[src/hw/rtl/rtph26x_pkg.sv]
package rtph26x_pkg;

	localparam int unsigned BufferBytes = 1048576;
	localparam int CntW = 25;
	localparam int QDepth = 4;
	localparam int QPtrW = 2;

	localparam logic [2:0] M_SKIP      = 3'd0;
	localparam logic [2:0] M_COPY      = 3'd1;
	localparam logic [2:0] M_AGG_HI    = 3'd2;
	localparam logic [2:0] M_AGG_LO    = 3'd3;
	localparam logic [2:0] M_AGG_DATA  = 3'd4;
	localparam logic [2:0] M_FU_HDR    = 3'd5;
	localparam logic [2:0] M_H265_FU2  = 3'd6;
	localparam logic [2:0] M_H265_AGG2 = 3'd7;

	localparam logic [1:0] K_BYTE   = 2'd0;
	localparam logic [1:0] K_FRAME  = 2'd1;
	localparam logic [1:0] K_DROP   = 2'd2;
	localparam logic [1:0] K_STATUS = 2'd3;

	localparam logic [1:0] ST_OK      = 2'd0;
	localparam logic [1:0] ST_INVALID = 2'd1;
	localparam logic [1:0] ST_PT      = 2'd2;
	localparam logic [1:0] ST_NAL     = 2'd3;

	localparam logic [1:0] STREAM_RAW  = 2'd0;
	localparam logic [1:0] STREAM_H264 = 2'd1;
	localparam logic [1:0] STREAM_H265 = 2'd2;

	localparam logic REG_STREAM_TYPE  = 1'b0;
	localparam logic REG_PAYLOAD_TYPE = 1'b1;

	// Work for one input byte, expanded by the emitter
	typedef struct packed {
		logic        ev_frame;
		logic [20:0] ev_frame_len;
		logic [31:0] ev_frame_ts;
		logic        ev_drop;
		logic [20:0] ev_drop_len;
		logic [31:0] ts;
		logic [31:0] ssrc;
		logic        start_code;
		logic [1:0]  n_bytes;
		logic [7:0]  byte0;
		logic [7:0]  byte1;
		logic        ev_status;
		logic [1:0]  status;
	} rtph26x_cmd_t;

endpackage

[src/hw/rtl/rtph26x_parse.sv]
module rtph26x_parse (
	input  logic                      clk,
	input  logic                      arst_n,
	input  logic [1:0]                stream_type,
	input  logic [6:0]                payload_type,
	input  logic                      in_fire,
	input  logic [7:0]                data_byte,
	input  logic [15:0]               packet_length,
	input  logic                      last_byte,
	output logic                      cmd_valid,
	output rtph26x_pkg::rtph26x_cmd_t cmd
);

	logic [15:0] byte_index_q;
	logic [17:0] header_length_q;
	logic        packet_ok_q;
	logic [2:0]  nal_mode_q;
	logic [7:0]  saved_nal_q;
	logic [15:0] agg_left_q;
	logic [7:0]  len_high_q;
	logic [31:0] prev_ts_q;
	logic [31:0] in_ts_q;
	logic [31:0] in_ssrc_q;
	logic [20:0] frame_count_q;
	logic [1:0]  status_q;
	logic        in_payload_q;
	logic [7:0]  second_q;
	logic        fu_h265_q;

	logic [15:0] n_byte_index;
	logic [17:0] n_header_length;
	logic        n_packet_ok;
	logic [2:0]  n_nal_mode;
	logic [7:0]  n_saved_nal;
	logic [15:0] n_agg_left;
	logic [7:0]  n_len_high;
	logic [31:0] n_prev_ts;
	logic [31:0] n_in_ts;
	logic [31:0] n_in_ssrc;
	logic [20:0] n_frame_count;
	logic [1:0]  n_status;
	logic        n_in_payload;
	logic [7:0]  n_second;
	logic        n_fu_h265;

	rtph26x_pkg::rtph26x_cmd_t c;

	logic [15:0] i;
	logic [15:0] rem;
	logic [15:0] after;
	logic [20:0] fc;
	logic [5:0]  nal;
	logic [15:0] alen;
	logic        first;
	logic [17:0] need;
	logic [17:0] hl_tmp;

	function automatic logic fits(input logic [20:0] count, input logic [17:0] n);
		logic [rtph26x_pkg::CntW-1:0] sum;
		sum = rtph26x_pkg::CntW'(count) + rtph26x_pkg::CntW'(n);
		return sum <= rtph26x_pkg::CntW'(rtph26x_pkg::BufferBytes);
	endfunction

	always_comb begin
		n_byte_index    = byte_index_q;
		n_header_length = header_length_q;
		n_packet_ok     = packet_ok_q;
		n_nal_mode      = nal_mode_q;
		n_saved_nal     = saved_nal_q;
		n_agg_left      = agg_left_q;
		n_len_high      = len_high_q;
		n_prev_ts       = prev_ts_q;
		n_in_ts         = in_ts_q;
		n_in_ssrc       = in_ssrc_q;
		n_status        = status_q;
		n_in_payload    = in_payload_q;
		n_second        = second_q;
		n_fu_h265       = fu_h265_q;
		c               = '0;
		i               = byte_index_q;
		rem             = packet_length - i;
		after           = packet_length - i - 16'd1;
		fc              = frame_count_q;
		nal             = '0;
		alen            = {len_high_q, data_byte};
		first           = data_byte[7];
		need            = '0;
		hl_tmp          = '0;
		c.ts            = in_ts_q;
		c.ssrc          = in_ssrc_q;

		if (packet_ok_q && i < packet_length) begin
			if (i == 16'd0) begin
				if (packet_length <= 16'd12 || data_byte[7:6] != 2'd2) begin
					n_packet_ok = 1'b0;
					n_status    = rtph26x_pkg::ST_INVALID;
				end else if (data_byte[4]) begin
					n_header_length = 18'd16;
				end
			end else if (i == 16'd1) begin
				if (data_byte[6:0] != payload_type) begin
					n_packet_ok = 1'b0;
					n_status    = rtph26x_pkg::ST_PT;
				end
			end else if (i >= 16'd4 && i < 16'd8) begin
				n_in_ts = {in_ts_q[23:0], data_byte};
			end else if (i >= 16'd8 && i < 16'd12) begin
				n_in_ssrc = {in_ssrc_q[23:0], data_byte};
			end else if (i < 16'd12) begin
				n_nal_mode = nal_mode_q;
			end else if (header_length_q >= 18'd16 && i == 16'd14) begin
				n_header_length = 18'd16 + {data_byte, 10'd0};
			end else if (header_length_q >= 18'd16 && i == 16'd15) begin
				hl_tmp          = {8'd0, data_byte, 2'd0};
				n_header_length = header_length_q + hl_tmp;
			end else if (18'(i) < header_length_q) begin
				n_nal_mode = nal_mode_q;
			end else if (18'(i) == header_length_q && !in_payload_q) begin
				n_in_payload = 1'b1;
				n_fu_h265    = 1'b0;
				if (in_ts_q != prev_ts_q && frame_count_q != 21'd0) begin
					c.ev_frame     = 1'b1;
					c.ev_frame_len = frame_count_q;
					c.ev_frame_ts  = prev_ts_q;
					fc             = '0;
				end
				n_prev_ts   = in_ts_q;
				n_saved_nal = data_byte;
				n_nal_mode  = rtph26x_pkg::M_SKIP;
				if (stream_type == rtph26x_pkg::STREAM_H264 ||
				    stream_type == rtph26x_pkg::STREAM_H265) begin
					if (stream_type == rtph26x_pkg::STREAM_H264)
						nal = {1'b0, data_byte[4:0]};
					else
						nal = data_byte[6:1];
					if ((stream_type == rtph26x_pkg::STREAM_H264 && nal < 6'd24) ||
					    (stream_type == rtph26x_pkg::STREAM_H265 && nal < 6'd48)) begin
						if (fits(fc, 18'(rem) + 18'd4)) begin
							c.start_code = 1'b1;
							c.n_bytes    = 2'd1;
							c.byte0      = data_byte;
							n_nal_mode   = rtph26x_pkg::M_COPY;
						end else begin
							c.ev_drop     = 1'b1;
							c.ev_drop_len = fc;
						end
					end else if (stream_type == rtph26x_pkg::STREAM_H264 && nal == 6'd24) begin
						n_nal_mode = rtph26x_pkg::M_AGG_HI;
					end else if (stream_type == rtph26x_pkg::STREAM_H264 && nal == 6'd28) begin
						n_nal_mode = rtph26x_pkg::M_FU_HDR;
					end else if (nal == 6'd48) begin
						n_nal_mode = rtph26x_pkg::M_H265_AGG2;
					end else if (nal == 6'd49) begin
						n_nal_mode = rtph26x_pkg::M_H265_FU2;
					end else begin
						n_status = rtph26x_pkg::ST_NAL;
					end
				end else begin
					if (fits(fc, 18'(rem))) begin
						c.n_bytes  = 2'd1;
						c.byte0    = data_byte;
						n_nal_mode = rtph26x_pkg::M_COPY;
					end else begin
						c.ev_drop     = 1'b1;
						c.ev_drop_len = fc;
						n_status      = rtph26x_pkg::ST_INVALID;
					end
				end
			end else if (in_payload_q) begin
				case (nal_mode_q)
					rtph26x_pkg::M_COPY: begin
						c.n_bytes = 2'd1;
						c.byte0   = data_byte;
					end
					rtph26x_pkg::M_AGG_HI: begin
						if (rem > 16'd2) begin
							n_len_high = data_byte;
							n_nal_mode = rtph26x_pkg::M_AGG_LO;
						end else begin
							n_nal_mode = rtph26x_pkg::M_SKIP;
						end
					end
					rtph26x_pkg::M_AGG_LO: begin
						if (alen != 16'd0 && alen <= after && fits(fc, 18'(alen) + 18'd4)) begin
							c.start_code = 1'b1;
							n_agg_left   = alen;
							n_nal_mode   = rtph26x_pkg::M_AGG_DATA;
						end else begin
							n_nal_mode = rtph26x_pkg::M_SKIP;
						end
					end
					rtph26x_pkg::M_AGG_DATA: begin
						c.n_bytes  = 2'd1;
						c.byte0    = data_byte;
						n_agg_left = agg_left_q - 16'd1;
						if (n_agg_left == 16'd0)
							n_nal_mode = rtph26x_pkg::M_AGG_HI;
					end
					rtph26x_pkg::M_FU_HDR: begin
						if (first)
							need = 18'(after) + (fu_h265_q ? 18'd6 : 18'd5);
						else
							need = 18'(after);
						if (fits(fc, need)) begin
							if (first) begin
								c.start_code = 1'b1;
								if (fu_h265_q) begin
									c.n_bytes = 2'd2;
									c.byte0   = (saved_nal_q & 8'h81) |
									            ({data_byte[6:0], 1'b0} & 8'h7E);
									c.byte1   = second_q;
								end else begin
									c.n_bytes = 2'd1;
									c.byte0   = (saved_nal_q & 8'hE0) | (data_byte & 8'h1F);
								end
							end
							n_nal_mode = rtph26x_pkg::M_COPY;
						end else begin
							c.ev_drop     = 1'b1;
							c.ev_drop_len = fc;
							n_nal_mode    = rtph26x_pkg::M_SKIP;
						end
					end
					rtph26x_pkg::M_H265_FU2: begin
						n_second   = data_byte;
						n_fu_h265  = 1'b1;
						n_nal_mode = rtph26x_pkg::M_FU_HDR;
					end
					rtph26x_pkg::M_H265_AGG2: begin
						n_nal_mode = rtph26x_pkg::M_AGG_HI;
					end
					default: begin
						n_nal_mode = nal_mode_q;
					end
				endcase
			end
		end

		if (c.ev_drop)
			n_frame_count = '0;
		else
			n_frame_count = fc + (c.start_code ? 21'd4 : 21'd0) + 21'(c.n_bytes);

		if (last_byte) begin
			c.ev_status = 1'b1;
			if (n_packet_ok && !n_in_payload)
				c.status = rtph26x_pkg::ST_INVALID;
			else
				c.status = n_status;
			n_byte_index    = '0;
			n_header_length = 18'd12;
			n_packet_ok     = 1'b1;
			n_nal_mode      = rtph26x_pkg::M_SKIP;
			n_status        = rtph26x_pkg::ST_OK;
			n_in_payload    = 1'b0;
			n_fu_h265       = 1'b0;
		end else if (byte_index_q != 16'hFFFF) begin
			n_byte_index = byte_index_q + 16'd1;
		end
	end

	assign cmd_valid = in_fire && (c.ev_frame || c.ev_drop || c.start_code ||
	                               c.n_bytes != 2'd0 || c.ev_status);
	assign cmd = c;

	always_ff @(posedge clk or negedge arst_n) begin
		if (!arst_n) begin
			byte_index_q    <= '0;
			header_length_q <= 18'd12;
			packet_ok_q     <= 1'b1;
			nal_mode_q      <= rtph26x_pkg::M_SKIP;
			saved_nal_q     <= '0;
			agg_left_q      <= '0;
			len_high_q      <= '0;
			prev_ts_q       <= '0;
			in_ts_q         <= '0;
			in_ssrc_q       <= '0;
			frame_count_q   <= '0;
			status_q        <= rtph26x_pkg::ST_OK;
			in_payload_q    <= 1'b0;
			second_q        <= '0;
			fu_h265_q       <= 1'b0;
		end else if (in_fire) begin
			byte_index_q    <= n_byte_index;
			header_length_q <= n_header_length;
			packet_ok_q     <= n_packet_ok;
			nal_mode_q      <= n_nal_mode;
			saved_nal_q     <= n_saved_nal;
			agg_left_q      <= n_agg_left;
			len_high_q      <= n_len_high;
			prev_ts_q       <= n_prev_ts;
			in_ts_q         <= n_in_ts;
			in_ssrc_q       <= n_in_ssrc;
			frame_count_q   <= n_frame_count;
			status_q        <= n_status;
			in_payload_q    <= n_in_payload;
			second_q        <= n_second;
			fu_h265_q       <= n_fu_h265;
		end
	end

	assert property (@(posedge clk) disable iff (!arst_n)
		frame_count_q <= 21'(rtph26x_pkg::BufferBytes))
		else $error("frame count above buffer size");
	assert property (@(posedge clk) disable iff (!arst_n)
		cmd_valid && c.ev_drop |-> !c.start_code && c.n_bytes == 2'd0)
		else $error("drop with stream bytes");
	assert property (@(posedge clk) disable iff (!arst_n)
		in_fire && last_byte |=> byte_index_q == 16'd0 && packet_ok_q)
		else $error("packet state not cleared");

endmodule

[src/hw/rtl/rtph26x_queue.sv]
module rtph26x_queue (
	input  logic                      clk,
	input  logic                      arst_n,
	input  logic                      push,
	input  rtph26x_pkg::rtph26x_cmd_t push_cmd,
	output logic                      full,
	output logic                      almost_full,
	input  logic                      pop,
	output logic                      not_empty,
	output rtph26x_pkg::rtph26x_cmd_t head
);

	rtph26x_pkg::rtph26x_cmd_t mem_q [rtph26x_pkg::QDepth];
	logic [rtph26x_pkg::QPtrW-1:0] wr_q, rd_q;
	logic [rtph26x_pkg::QPtrW:0]   cnt_q;

	assign full        = cnt_q == (rtph26x_pkg::QPtrW+1)'(rtph26x_pkg::QDepth);
	assign almost_full = cnt_q >= (rtph26x_pkg::QPtrW+1)'(rtph26x_pkg::QDepth - 1);
	assign not_empty   = cnt_q != '0;
	assign head        = mem_q[rd_q];

	always_ff @(posedge clk) begin
		if (push)
			mem_q[wr_q] <= push_cmd;
	end

	always_ff @(posedge clk or negedge arst_n) begin
		if (!arst_n) begin
			wr_q  <= '0;
			rd_q  <= '0;
			cnt_q <= '0;
		end else begin
			if (push)
				wr_q <= wr_q + 1'b1;
			if (pop)
				rd_q <= rd_q + 1'b1;
			cnt_q <= cnt_q + (push ? 1'b1 : 1'b0) - (pop ? 1'b1 : 1'b0);
		end
	end

	assert property (@(posedge clk) disable iff (!arst_n) !(push && full))
		else $error("queue overflow");
	assert property (@(posedge clk) disable iff (!arst_n) pop |-> not_empty)
		else $error("queue underflow");
	assert property (@(posedge clk) disable iff (!arst_n)
		cnt_q <= (rtph26x_pkg::QPtrW+1)'(rtph26x_pkg::QDepth))
		else $error("queue count out of range");

endmodule

[src/hw/rtl/rtph26x_emit.sv]
module rtph26x_emit (
	input  logic                      clk,
	input  logic                      arst_n,
	input  logic                      cmd_valid,
	input  rtph26x_pkg::rtph26x_cmd_t cmd,
	output logic                      cmd_pop,
	output logic                      valid,
	input  logic                      stall,
	output logic [1:0]                kind,
	output logic [7:0]                out_byte,
	output logic [20:0]               frame_length,
	output logic [31:0]               frame_timestamp,
	output logic [31:0]               frame_ssrc,
	output logic [1:0]                packet_status,
	output logic                      last_of_run
);

	// Result slots of one command, in order:
	// 0 frame, 1 drop, 2..5 start code, 6..7 bytes, 8 status
	logic [8:0] pend;
	logic [8:0] done_q;
	logic [8:0] rest;
	logic [3:0] sel;
	logic       found;
	logic       more;
	logic       load;

	logic [1:0]  kind_n;
	logic [7:0]  byte_n;
	logic [20:0] flen_n;
	logic [31:0] ts_n;
	logic [31:0] ssrc_n;
	logic [1:0]  st_n;

	logic        valid_q;
	logic [1:0]  kind_q;
	logic [7:0]  byte_q;
	logic [20:0] flen_q;
	logic [31:0] ts_q;
	logic [31:0] ssrc_q;
	logic [1:0]  st_q;
	logic        last_q;

	always_comb begin
		pend = {cmd.ev_status, cmd.n_bytes == 2'd2, cmd.n_bytes != 2'd0,
		        {4{cmd.start_code}}, cmd.ev_drop, cmd.ev_frame};
		if (!cmd_valid)
			pend = '0;
		pend  = pend & ~done_q;
		sel   = '0;
		found = 1'b0;
		for (int k = 8; k >= 0; k--) begin
			if (pend[k]) begin
				sel   = 4'(k);
				found = 1'b1;
			end
		end
		rest = pend;
		rest[sel] = 1'b0;
		more = rest != '0;
	end

	always_comb begin
		kind_n = rtph26x_pkg::K_BYTE;
		byte_n = '0;
		flen_n = '0;
		ts_n   = '0;
		ssrc_n = '0;
		st_n   = '0;
		case (sel)
			4'd0: begin
				kind_n = rtph26x_pkg::K_FRAME;
				flen_n = cmd.ev_frame_len;
				ts_n   = cmd.ev_frame_ts;
				ssrc_n = cmd.ssrc;
			end
			4'd1: begin
				kind_n = rtph26x_pkg::K_DROP;
				flen_n = cmd.ev_drop_len;
				ts_n   = cmd.ts;
				ssrc_n = cmd.ssrc;
			end
			4'd5: byte_n = 8'd1;
			4'd6: byte_n = cmd.byte0;
			4'd7: byte_n = cmd.byte1;
			4'd8: begin
				kind_n = rtph26x_pkg::K_STATUS;
				st_n   = cmd.status;
			end
			default: byte_n = 8'd0;
		endcase
	end

	assign load    = found && (!valid_q || !stall);
	assign cmd_pop = load && !more;

	always_ff @(posedge clk or negedge arst_n) begin
		if (!arst_n) begin
			valid_q <= 1'b0;
			done_q  <= '0;
		end else begin
			if (load)
				valid_q <= 1'b1;
			else if (!stall)
				valid_q <= 1'b0;
			if (load)
				done_q <= more ? (done_q | (9'd1 << sel)) : '0;
		end
	end

	always_ff @(posedge clk) begin
		if (load) begin
			kind_q <= kind_n;
			byte_q <= byte_n;
			flen_q <= flen_n;
			ts_q   <= ts_n;
			ssrc_q <= ssrc_n;
			st_q   <= st_n;
			last_q <= !more;
		end
	end

	assign valid           = valid_q;
	assign kind            = kind_q;
	assign out_byte        = byte_q;
	assign frame_length    = flen_q;
	assign frame_timestamp = ts_q;
	assign frame_ssrc      = ssrc_q;
	assign packet_status   = st_q;
	assign last_of_run     = last_q;

	assert property (@(posedge clk) disable iff (!arst_n) cmd_pop |-> cmd_valid)
		else $error("pop without command");
	assert property (@(posedge clk) disable iff (!arst_n)
		valid_q && stall |=> valid_q && $stable(kind_q) && $stable(byte_q))
		else $error("result changed under stall");
	assert property (@(posedge clk) disable iff (!arst_n) cmd_pop |=> done_q == '0)
		else $error("slot mask not cleared");

endmodule

[src/hw/rtl/rtp_h26x_depacketizer.sv]
// An accepted byte's command is queued; the emitter registers its results.
// Throughput: one byte per cycle when it causes at most one result and no
// out_stall or full queue holds it; a byte causing more results keeps the
// single-result emitter busy; the 4-entry command queue absorbs such bursts.
// Reset: arst_n clears all packet and frame state; registers return to
// stream_type 0 and payload_type 96.
module rtp_h26x_depacketizer (
	input  logic        clk,
	input  logic        arst_n,
	input  logic        cfg_valid,
	output logic        cfg_ready,
	input  logic        cfg_index,
	input  logic [7:0]  cfg_data,
	input  logic        in_valid,
	output logic        in_stall,
	input  logic [7:0]  data_byte,
	input  logic [15:0] packet_length,
	input  logic        last_byte,
	output logic        out_valid,
	input  logic        out_stall,
	output logic [1:0]  kind,
	output logic [7:0]  out_byte,
	output logic [20:0] frame_length,
	output logic [31:0] frame_timestamp,
	output logic [31:0] frame_ssrc,
	output logic [1:0]  packet_status,
	output logic        last_of_run
);

	logic [1:0] stream_type_q;
	logic [6:0] payload_type_q;
	logic       in_fire;
	logic       cmd_valid;
	logic       q_full, q_afull, q_ne, q_pop;
	rtph26x_pkg::rtph26x_cmd_t cmd, head;

	assign cfg_ready = 1'b1;

	always_ff @(posedge clk or negedge arst_n) begin
		if (!arst_n) begin
			stream_type_q  <= rtph26x_pkg::STREAM_RAW;
			payload_type_q <= 7'd96;
		end else if (cfg_valid) begin
			case (cfg_index)
				rtph26x_pkg::REG_STREAM_TYPE:  stream_type_q  <= cfg_data[1:0];
				rtph26x_pkg::REG_PAYLOAD_TYPE: payload_type_q <= cfg_data[6:0];
				default: stream_type_q <= stream_type_q;
			endcase
		end
	end

	// Hold input while the queue cannot take another command
	assign in_stall = q_full;
	assign in_fire  = in_valid && !in_stall;

	rtph26x_parse u_parse (
		.clk(clk), .arst_n(arst_n),
		.stream_type(stream_type_q), .payload_type(payload_type_q),
		.in_fire(in_fire), .data_byte(data_byte),
		.packet_length(packet_length), .last_byte(last_byte),
		.cmd_valid(cmd_valid), .cmd(cmd)
	);

	rtph26x_queue u_queue (
		.clk(clk), .arst_n(arst_n),
		.push(cmd_valid), .push_cmd(cmd),
		.full(q_full), .almost_full(q_afull),
		.pop(q_pop), .not_empty(q_ne), .head(head)
	);

	rtph26x_emit u_emit (
		.clk(clk), .arst_n(arst_n),
		.cmd_valid(q_ne), .cmd(head), .cmd_pop(q_pop),
		.valid(out_valid), .stall(out_stall),
		.kind(kind), .out_byte(out_byte), .frame_length(frame_length),
		.frame_timestamp(frame_timestamp), .frame_ssrc(frame_ssrc),
		.packet_status(packet_status), .last_of_run(last_of_run)
	);

	assert property (@(posedge clk) disable iff (!arst_n) in_fire |-> !q_full)
		else $error("byte accepted into full queue");
	assert property (@(posedge clk) disable iff (!arst_n) q_full |-> q_afull)
		else $error("queue level flags disagree");
	assert property (@(posedge clk) disable iff (!arst_n) cfg_valid |-> cfg_ready)
		else $error("config write not taken");

endmodule
[config.mk]
export PLATFORM = sky130hd
export DESIGN_NAME = rtp_h26x_depacketizer
export DESIGN_NICKNAME = d
export VERILOG_FILES = /design/src/hw/rtl/rtph26x_pkg.sv /design/src/hw/rtl/rtph26x_parse.sv /design/src/hw/rtl/rtph26x_queue.sv /design/src/hw/rtl/rtph26x_emit.sv /design/src/hw/rtl/rtp_h26x_depacketizer.sv
export SDC_FILE = /design/constraint.sdc
export NUM_CORES = 1
export LEC_CHECK = 0
export BUFFER_PORTS_ARGS = -buffer_cell sky130_fd_sc_hd__buf_2
export CAP_MARGIN = 20
export CELL_PAD_IN_SITES_DETAIL_PLACEMENT = 2
export CELL_PAD_IN_SITES_GLOBAL_PLACEMENT = 2
export CORE_MARGIN = 5
export CORE_UTILIZATION = 45
export CTS_BUF_LIST = sky130_fd_sc_hd__clkbuf_16
export CTS_CLUSTER_SIZE = 10
export DETAILED_ROUTE_END_ITERATION = 8
export PLACE_DENSITY = 0.8
export SETUP_SLACK_MARGIN = 0.2
export SYNTH_ARGS = -nofsm -noshare
export SYNTH_HDL_FRONTEND = slang
export SYNTH_SLANG_ARGS = --single-unit
[constraint.sdc]
create_clock -name clk -period 18.2 [get_ports clk]
set_input_delay 1.82 -clock clk [delete_from_list [all_inputs] [get_ports clk]]
set_output_delay 1.82 -clock clk [all_outputs]
set_load 0.005 [all_outputs]
# Word-level counts from Yosys, hierarchy flattened
# Memories as Yosys holds them, arrays and structs flattened.
# Index checks and enable logic that the tools add are counted.
# totals
register_bits,323
latch_bits,0
ramBits,648
mem_bits_ro,0
output_inout_bits,101
elab_cells,410
mem_count,1
# op_classes
n_addsub,19
mul,0
n_div,0
n_lt_le_gt_ge,18
eq_ne,45
n_shift,1
n_mux,217
bitwise,17
reduce_logical,63
# memory_table
name,words,width,read_ports,rd_clocked_by_memory_dff,write_ports,line,source
u_queue.mem_q,4,162,1,0,1,rtph26x_queue.sv:13,rtph26x_pkg::rtph26x_cmd_t mem_q [rtph26x_pkg::QDepth];
# op_table
cell,n
two-way mux 76 bit,9
two-way mux 21 bit,22
two-way mux 18 bit,24
two-way mux 19 bit,12
two-way mux 22 bit,8
two-way mux 54 bit,2
"less-or-equal comparator 25 x 21 -> 1 bit, second input constant",4
two-way mux 6 bit,12
adder 21 x 18 -> 22 bit,3
two-way mux 3 bit,22
case mux 32 bit (2 select lines),1
two-way mux 1 bit,51
two-way mux 16 bit,3
two-way mux 2 bit,23
case mux 21 bit (2 select lines),1
two-way mux 4 bit,9
"adder 16 x 3 -> 17 bit, second input constant",2
two-way mux 11 bit,3
"== test 16 x 4 -> 1 bit, second input constant",2
zero test 16 bit,2
"less-than comparator 16 x 4 -> 1 bit, second input constant",2
!= test 32 bit,1
case mux 16 bit (2 select lines),1
"subtractor 16 x 1 -> 16 bit, second input constant",2
78 further kinds,159

# Longest topological paths before layout
# Gate-level depths: netlist of the first run.
# depth
ltp_word,39
mapped_depth,44
depth_no_buf,43

# Hierarchy
# Synthesis of the first run repeated with hierarchy kept, for this count alone.
# hier_totals
hier_cells,3339
area_unflattened_um2,47155.2
# by_module_without_submodules
mod,instances,cells_per_inst,area_per_inst_um2,seq_area_each_um2
rtph26x_queue,1,883,23772.8,19633.8
rtph26x_parse,1,2122,18296.3,4833.4
rtph26x_emit,1,311,4695.8,3193.1
rtp_h26x_depacketizer,1,23,390.4,227.7

# Worst setup path after synthesis of the first run
# OpenSTA, ideal clock, no wires.
# synth_path
path_type,in2reg
from,input port packet_length[0]
to,"memory u_queue.mem_q[0][0] (netlist name), enable pin"
t_arrival_ps,14226
required_ps,17513
setup_slack_ps,3287
cell_stages,28
path_buffers,1
cell_sequence,inv_1 ha_1 fa_1 xor2_1 inv_1 nor3_1 nor3b_1 nor3b_1 xnor2_1 or4_1 nor3_2 nand3_1 nor3_1 xnor2_1 ha_1 clkbuf_1 nand2_1 o21ai_0 a41oi_1 a31oi_1 mux2i_1 o211ai_1 nand4b_1 a21oi_1 a31oi_1 nor2b_1 o31ai_4 nor2_1
# synth_rtl
item,line,source
start: declaration,rtp_h26x_depacketizer.sv:17,"input logic [15:0] packet_length,"
end: declaration,rtph26x_queue.sv:13,

==> results of run 1 <==
==> routing by layer <==
metal  up-vias  wire length [um]  global-route usage [%]
li1      13458                 -                       -
met1     17520             68400                    39.4
met2      1476             88300                    53.8
met3       375             10000                    4.44
met4         4              6520                    10.7
met5         -                27                       0
==> through the flow <==
step / cells / power (mW) / hold slack [ps] / util [%]
finish: 5034 / 7.87 / 520 / 50.9
global route: 5033 / 8.18 / 528 / 50.9
CTS: 5032 / 7.89 / 517 / 50.9
detailed placement: 4826 / 5.73 / 494 / 47.8
global placement: 4826 / 5.52 / 465 / 47.8
floorplan: 3406 / 4.70 / 450 / -
==> worst paths after layout <==
kind | startpoint | end | slack (ps) | depth (start not counted)
max in group asynchronous | arst_n | u_parse.status_q[0] | 14680 | 3
max | packet_length[0] | u_parse.frame_count_q[20] | 4860 | 41
min reg2reg | u_parse.second_q[4] | u_parse.second_q[4] | 520 | 1
max reg2reg | u_parse.byte_index_q[3] | u_parse.frame_count_q[20] | 5450 | 39
min | u_parse.second_q[4] | u_parse.second_q[4] | 520 | 1
min in group asynchronous | arst_n | u_parse.frame_count_q[17] | 1110 | 1
==> synth_stat cells (8+ instances only) <==
cell,count
xnor2_1,83
a21oi_1,175
dfrtp_1,214
nor3_1,52
or3_1,20
edfxtp_1,746
o32ai_1,8
ha_1,144
mux2_2,116
mux2i_1,12
a21o_1,37
o21ai_0,144
o31ai_1,25
nand4_1,47
o21bai_1,10
or4_1,9
nand2_1,196
nor4_1,55
a22o_1,65
inv_1,120
or2_2,12
a211oi_1,18
and4_1,13
clkbuf_1,126
a211o_1,9
mux4_2,162
and3_1,26
o21a_1,11
fa_1,8
o211ai_1,12
a31oi_1,26
xor2_1,67
o22ai_1,11
nand3_1,66
buf_2,9
nand4b_1,9
and2_1,78
nand2b_1,33
nor2b_1,65
nor3b_1,15
nor2_1,204
nand3b_1,8
==> cell usage in the layout, fill, tap and decap left out, types with 51 or more instances in the layout <==
master     instances
edfxtp_1         746
dfrtp_1          212
inv_1            201
nor2_1           198
nand2_1          195
a21oi_1          173
mux4_2           162
o21ai_0          144
ha_1             144
buf_2            136
mux2_2           116
clkbuf_16        111
xnor2_1           83
and2_1            78
xor2_1            67
nand3_1           66
a22o_1            65
nor2b_1           64
buf_4             57
nor4_1            55
nor3_1            51
==> state kept, by name, indices dropped and copies added, names as in the netlist, 9 cells and up <==
name / cells
u_emit.done_q: 9
u_emit.frame_length: 21
u_emit.frame_ssrc: 32
u_emit.frame_timestamp: 32
u_parse.agg_left_q: 16
u_parse.byte_index_q: 16
u_parse.frame_count_q: 21
u_parse.header_length_q: 16
u_parse.in_ssrc_q: 32
u_parse.in_ts_q: 32
u_parse.prev_ts_q: 32
u_queue.mem_q: 648
==> report_power, final <==
group,switching [mW],leakage [nW],internal [mW]
registers,0.243,10.1,2.81
clock network,0.962,1.86,1.10
logic,1.75,7.98,1.01
==> worst max-delay path: cells and delay by family <==
kind	cells	cell delay, ps
adders and majority gates	5	1780
buffers and inverters	3	240
muxes	1	270
xor gates and xnor gates	3	1100
and+or+nand+nor	20	5750
AOI/OAI and AO/OA	9	2890
==> cell type report <==
class	count	area, um2	share of cell area (%)
sequential	965	27900	53.6
multi-input combinational	2177	17600	33.9
clock buffer	111	2780	5.34
tap	1368	1710	3.29
timing repair buffer	194	1120	2.16
inverter	123	462	0.887
clock inverter	95	435	0.837
antenna	1	2.50	0.00481
==> kinds of logic (layout without fill, tap and decap cells) <==
kind of cell	after synthesis	after routing	share of synthesized area [%]
simple gates	924	924	10.3
mux	291	291	11.0
other cells	1	2	0.00807
buf+inv	264	523	2.18
flops	965	965	60.0
xor+xnor	150	150	2.83
compound gates	658	658	9.47
fa+ha+maj	153	153	4.24
==> impl_metrics.json, run 1 <==
{
  "drt-pass1-iter-count": 5,
  "finClkSkew_ps": 49.6,
  "synth_cells": 3406,
  "insertion_delay_ps": 720,
  "globalplace.congestion": 0.891,
  "ys_seq_area_share_pct": 60.0,
  "die_w_um": 331,
  "drive_gt1_share_pct": 17.8,
  "max_clock_freq_ghz": 0.0750,
  "pre_cts_ws_ps": 4820,
  "synth_top_area_cell": "edfxtp_1",
  "grt_pass1_vias": 35508,
  "grt_max_degree": 71,
  "cp_max_fo": 9,
  "crit_type": "in2reg",
  "drc": 0,
  "cpMaxStageDelayCell": "a2111oi_2",
  "synth_edf_count": 746,
  "syn_area_per_cell_um2": 13.6,
  "cts_root_buf": "clkbuf_16",
  "timing.final.crit_share_pct": 73.3,
  "clock_path_buffers": 3,
  "placed_cell_area_mm2": 0.0488,
  "cts_resized": 0,
  "p_per_area_mw_per_mm2": 151,
  "end_kind": "flop",
  "nFillCells": 9612,
  "routed_wl_um": 173000,
  "status": "complete, no violations",
  "via_per_inst": 6.52,
  "grt_overflow": 0,
  "hold_viol": 0,
  "rsz0062_at_grt": "no",
  "synthArstFlopShare_pct": 22.7,
  "design_area_mm2": 0.0520,
  "area_delta_synth_final_pct": 12.0,
  "drv_slew": 0,
  "clock_sinks": 965,
  "setup_tns_ps": 0,
  "die_area_mm2": 0.110,
  "grt_pass1_wl_um": 255000,
  "synth_ff_type": "edfxtp_1",
  "setup_ws_ps": 4860,
  "hp-class": "reg2reg",
  "ir_worst_vdd_mv": 0.149,
  "num-nets-final": 3761,
  "vias": 32833,
  "grt_usage_pct": 30.7,
  "synthTopCellsByArea": "edfxtp_1, dfrtp_1, mux4_2",
  "synth-seq-cells": 965,
  "htreeDepth": 3,
  "period_needed_ps": 13340,
  "wl_per_cell_um": 34.4,
  "core_mm2": 0.102,
  "ios": 140,
  "portBuffers": 137,
  "clkSlewWorstSetupHoldPaths_ps": 60,
  "crit_required_ps": 18760,
  "antenna_found_initial": 5,
  "leakage_nw": 20.0,
  "start_kind": "primary input",
  "cap_viol_max_count": 0,
  "tightestPinTransition_ps": 1240,
  "antenna_left": 0,
  "rows": 117,
  "yosysUniqueCellTypes": 96,
  "arrival_ps": 13900,
  "fp.dieH_um": 331,
  "yosys_warnings": 0,
  "slowest_delay_ps": 890,
  "cts_tree": "yes",
  "synth.net_count": 3597,
  "initial_utilization_pct": 45.5,
  "setup_viol": 0,
  "netlist_area_mm2": 0.0465,
  "post-cts-setup-buffer-count": 0,
  "dp_hpwl_um": 106000,
  "hold_buffers": 0,
  "dr.first_iter.drc_count": 3238,
  "numCtsBuffers": 109,
  "relSlewSlack_pct": 17.5,
  "synthDominantCellAreaShare_pct": 48.2
}
No activity file was read; power rests on OpenSTA's default activity.
==> run 2: changes to the inputs <==
- clock period: 18.2 -> 12.5 ns (I/O delays scaled with it)
==> impl_metrics.json, run 2 (synthesized netlist as in run 1, its figures left out) <==
{
  "timing.final.crit_share_pct": 92.9,
  "area_delta_synth_final_pct": 12.2,
  "cap_viol_max_count": 0,
  "antenna_left": 0,
  "p_per_area_mw_per_mm2": 220,
  "vias": 32686,
  "timing.hold.ws_ps": 510,
  "drt-pass1-iter-count": 5,
  "final_common_cell": "edfxtp_1",
  "clkSlewWorstSetupHoldPaths_ps": 60,
  "nFillCells": 9673,
  "dp_hpwl_um": 104000,
  "grt_overflow": 0,
  "rsz0062_at_grt": "no",
  "cpMaxStageDelayCell": "a31oi_1",
  "globalplace.congestion": 0.913,
  "grt_usage_pct": 30.7,
  "max_clock_freq_ghz": 0.0861,
  "post-cts-setup-buffer-count": 0,
  "period_needed_ps": 11610,
  "drive_gt1_share_pct": 17.8,
  "largest_register_ffs": 648,
  "grt_pass1_wl_um": 256000,
  "slowest_delay_ps": 590,
  "die_w_um": 331,
  "cts_root_buf": "clkbuf_16",
  "fin_util_pct": 51.0,
  "crit_required_ps": 13090,
  "design_area_mm2": 0.0521,
  "finClkSkew_ps": 53.3,
  "num-nets-final": 3757,
  "die_area_mm2": 0.110,
  "fp.dieH_um": 331,
  "insertion_delay_ps": 720,
  "final_cell_mix": "edfxtp_1, dfrtp_1, inv_1",
  "numCtsBuffers": 109,
  "drv_slew": 0,
  "grt_max_degree": 123,
  "setup_ws_ps": 890,
  "ir_worst_vdd_mv": 0.251,
  "hold_buffers": 0,
  "dr.first_iter.drc_count": 3060,
  "end_kind": "flop",
  "cts_resized": 0,
  "multi_input_area_mm2": 0.0176,
  "seqCellArea_mm2": 0.0279,
  "status": "complete, no violations",
  "routed_wl_um": 172000,
  "htreeDepth": 3,
  "top_register": "u_queue.mem_q",
  "drc": 0,
  "clock_sinks": 965,
  "ios": 140,
  "relSlewSlack_pct": 19.1,
  "arrival_ps": 12200,
  "p_total_mw": 11.5,
  "cp_max_fo": 9,
  "hold_viol": 0,
  "crit_top_cell": "nor2_1",
  "leakage_nw": 20.0,
  "via_per_inst": 6.50,
  "rows": 117,
  "wl_per_cell_um": 34.3,
  "start_kind": "primary input",
  "antenna_found_initial": 1,
  "dp_cells": 4820,
  "placed_cell_area_mm2": 0.0488,
  "setup_tns_ps": 0,
  "initial_utilization_pct": 45.5,
  "tightestPinTransition_ps": 1210,
  "hp-class": "reg2reg",
  "crit_type": "in2reg",
  "setup_viol": 0,
  "final_cells": 5031,
  "portBuffers": 137,
  "pre_cts_ws_ps": 452,
  "clock_path_buffers": 3,
  "grt_pass1_vias": 35992,
  "cts_tree": "yes",
  "core_mm2": 0.102
}
## run 2: cell types whose count changed in the layout (fill, tap and decap cells not counted), moves of 3 or more
cell      change
buf_4        -12
inv_1         +3
buf_12        +6
clkinv_1      -4
## run 2: routing by layer
layer  part of all wire (%)  wire [um]  track usage [%]  vias to the layer above
met5                      0          0                0                        -
met1                     39      67400             38.8                    17403
met3                    5.5       9560             4.15                      415
met2                     51      87800             53.7                     1417
met4                    4.4       7610             12.2                        0
li1                       -          -                -                    13451
## run 2: final cells by class
| type | count | area share, % |
|---|---|---|
| repair buffers | 190 | 2.29 |
| clock inverters | 96 | 0.900 |
| multi-input cells | 2177 | 33.8 |
| well taps | 1368 | 3.28 |
| diodes | 2 | 0.00960 |
| flip-flops and latches | 965 | 53.5 |
| clock buffers | 110 | 5.28 |
| inverters | 123 | 0.886 |
## run 2: critical path: cells and delay by family
kind | cells | cell delay, ps
AO/OA/AOI/OAI | 10 | 2930
XOR/XNOR | 3 | 730
adder cells (fa/ha/maj) | 5 | 1790
buffers and inverters | 5 | 620
multiplexers | 1 | 290
AND/OR/NAND/NOR | 17 | 4560
## run 2: worst paths after layout
kind                                              start                        end  slack, ps  cells after the start
worst min-delay path             u_parse.saved_nal_q[0]     u_parse.saved_nal_q[0]        510                      2
worst min register to register   u_parse.saved_nal_q[0]     u_parse.saved_nal_q[0]        510                      2
max in group asynchronous                        arst_n    u_parse.byte_index_q[3]      10210                      2
worst max register to register  u_parse.byte_index_q[3]  u_parse.frame_count_q[20]       1070                     41
min in group asynchronous                        arst_n  u_parse.frame_count_q[14]        560                      1
worst max-delay path                   packet_length[0]  u_parse.frame_count_q[20]        890                     41
## run 2: where the power goes
group / internal [mW] / switching [mW]
clock network: 1.61 / 1.41
registers: 4.09 / 0.328
logic: 1.47 / 2.56
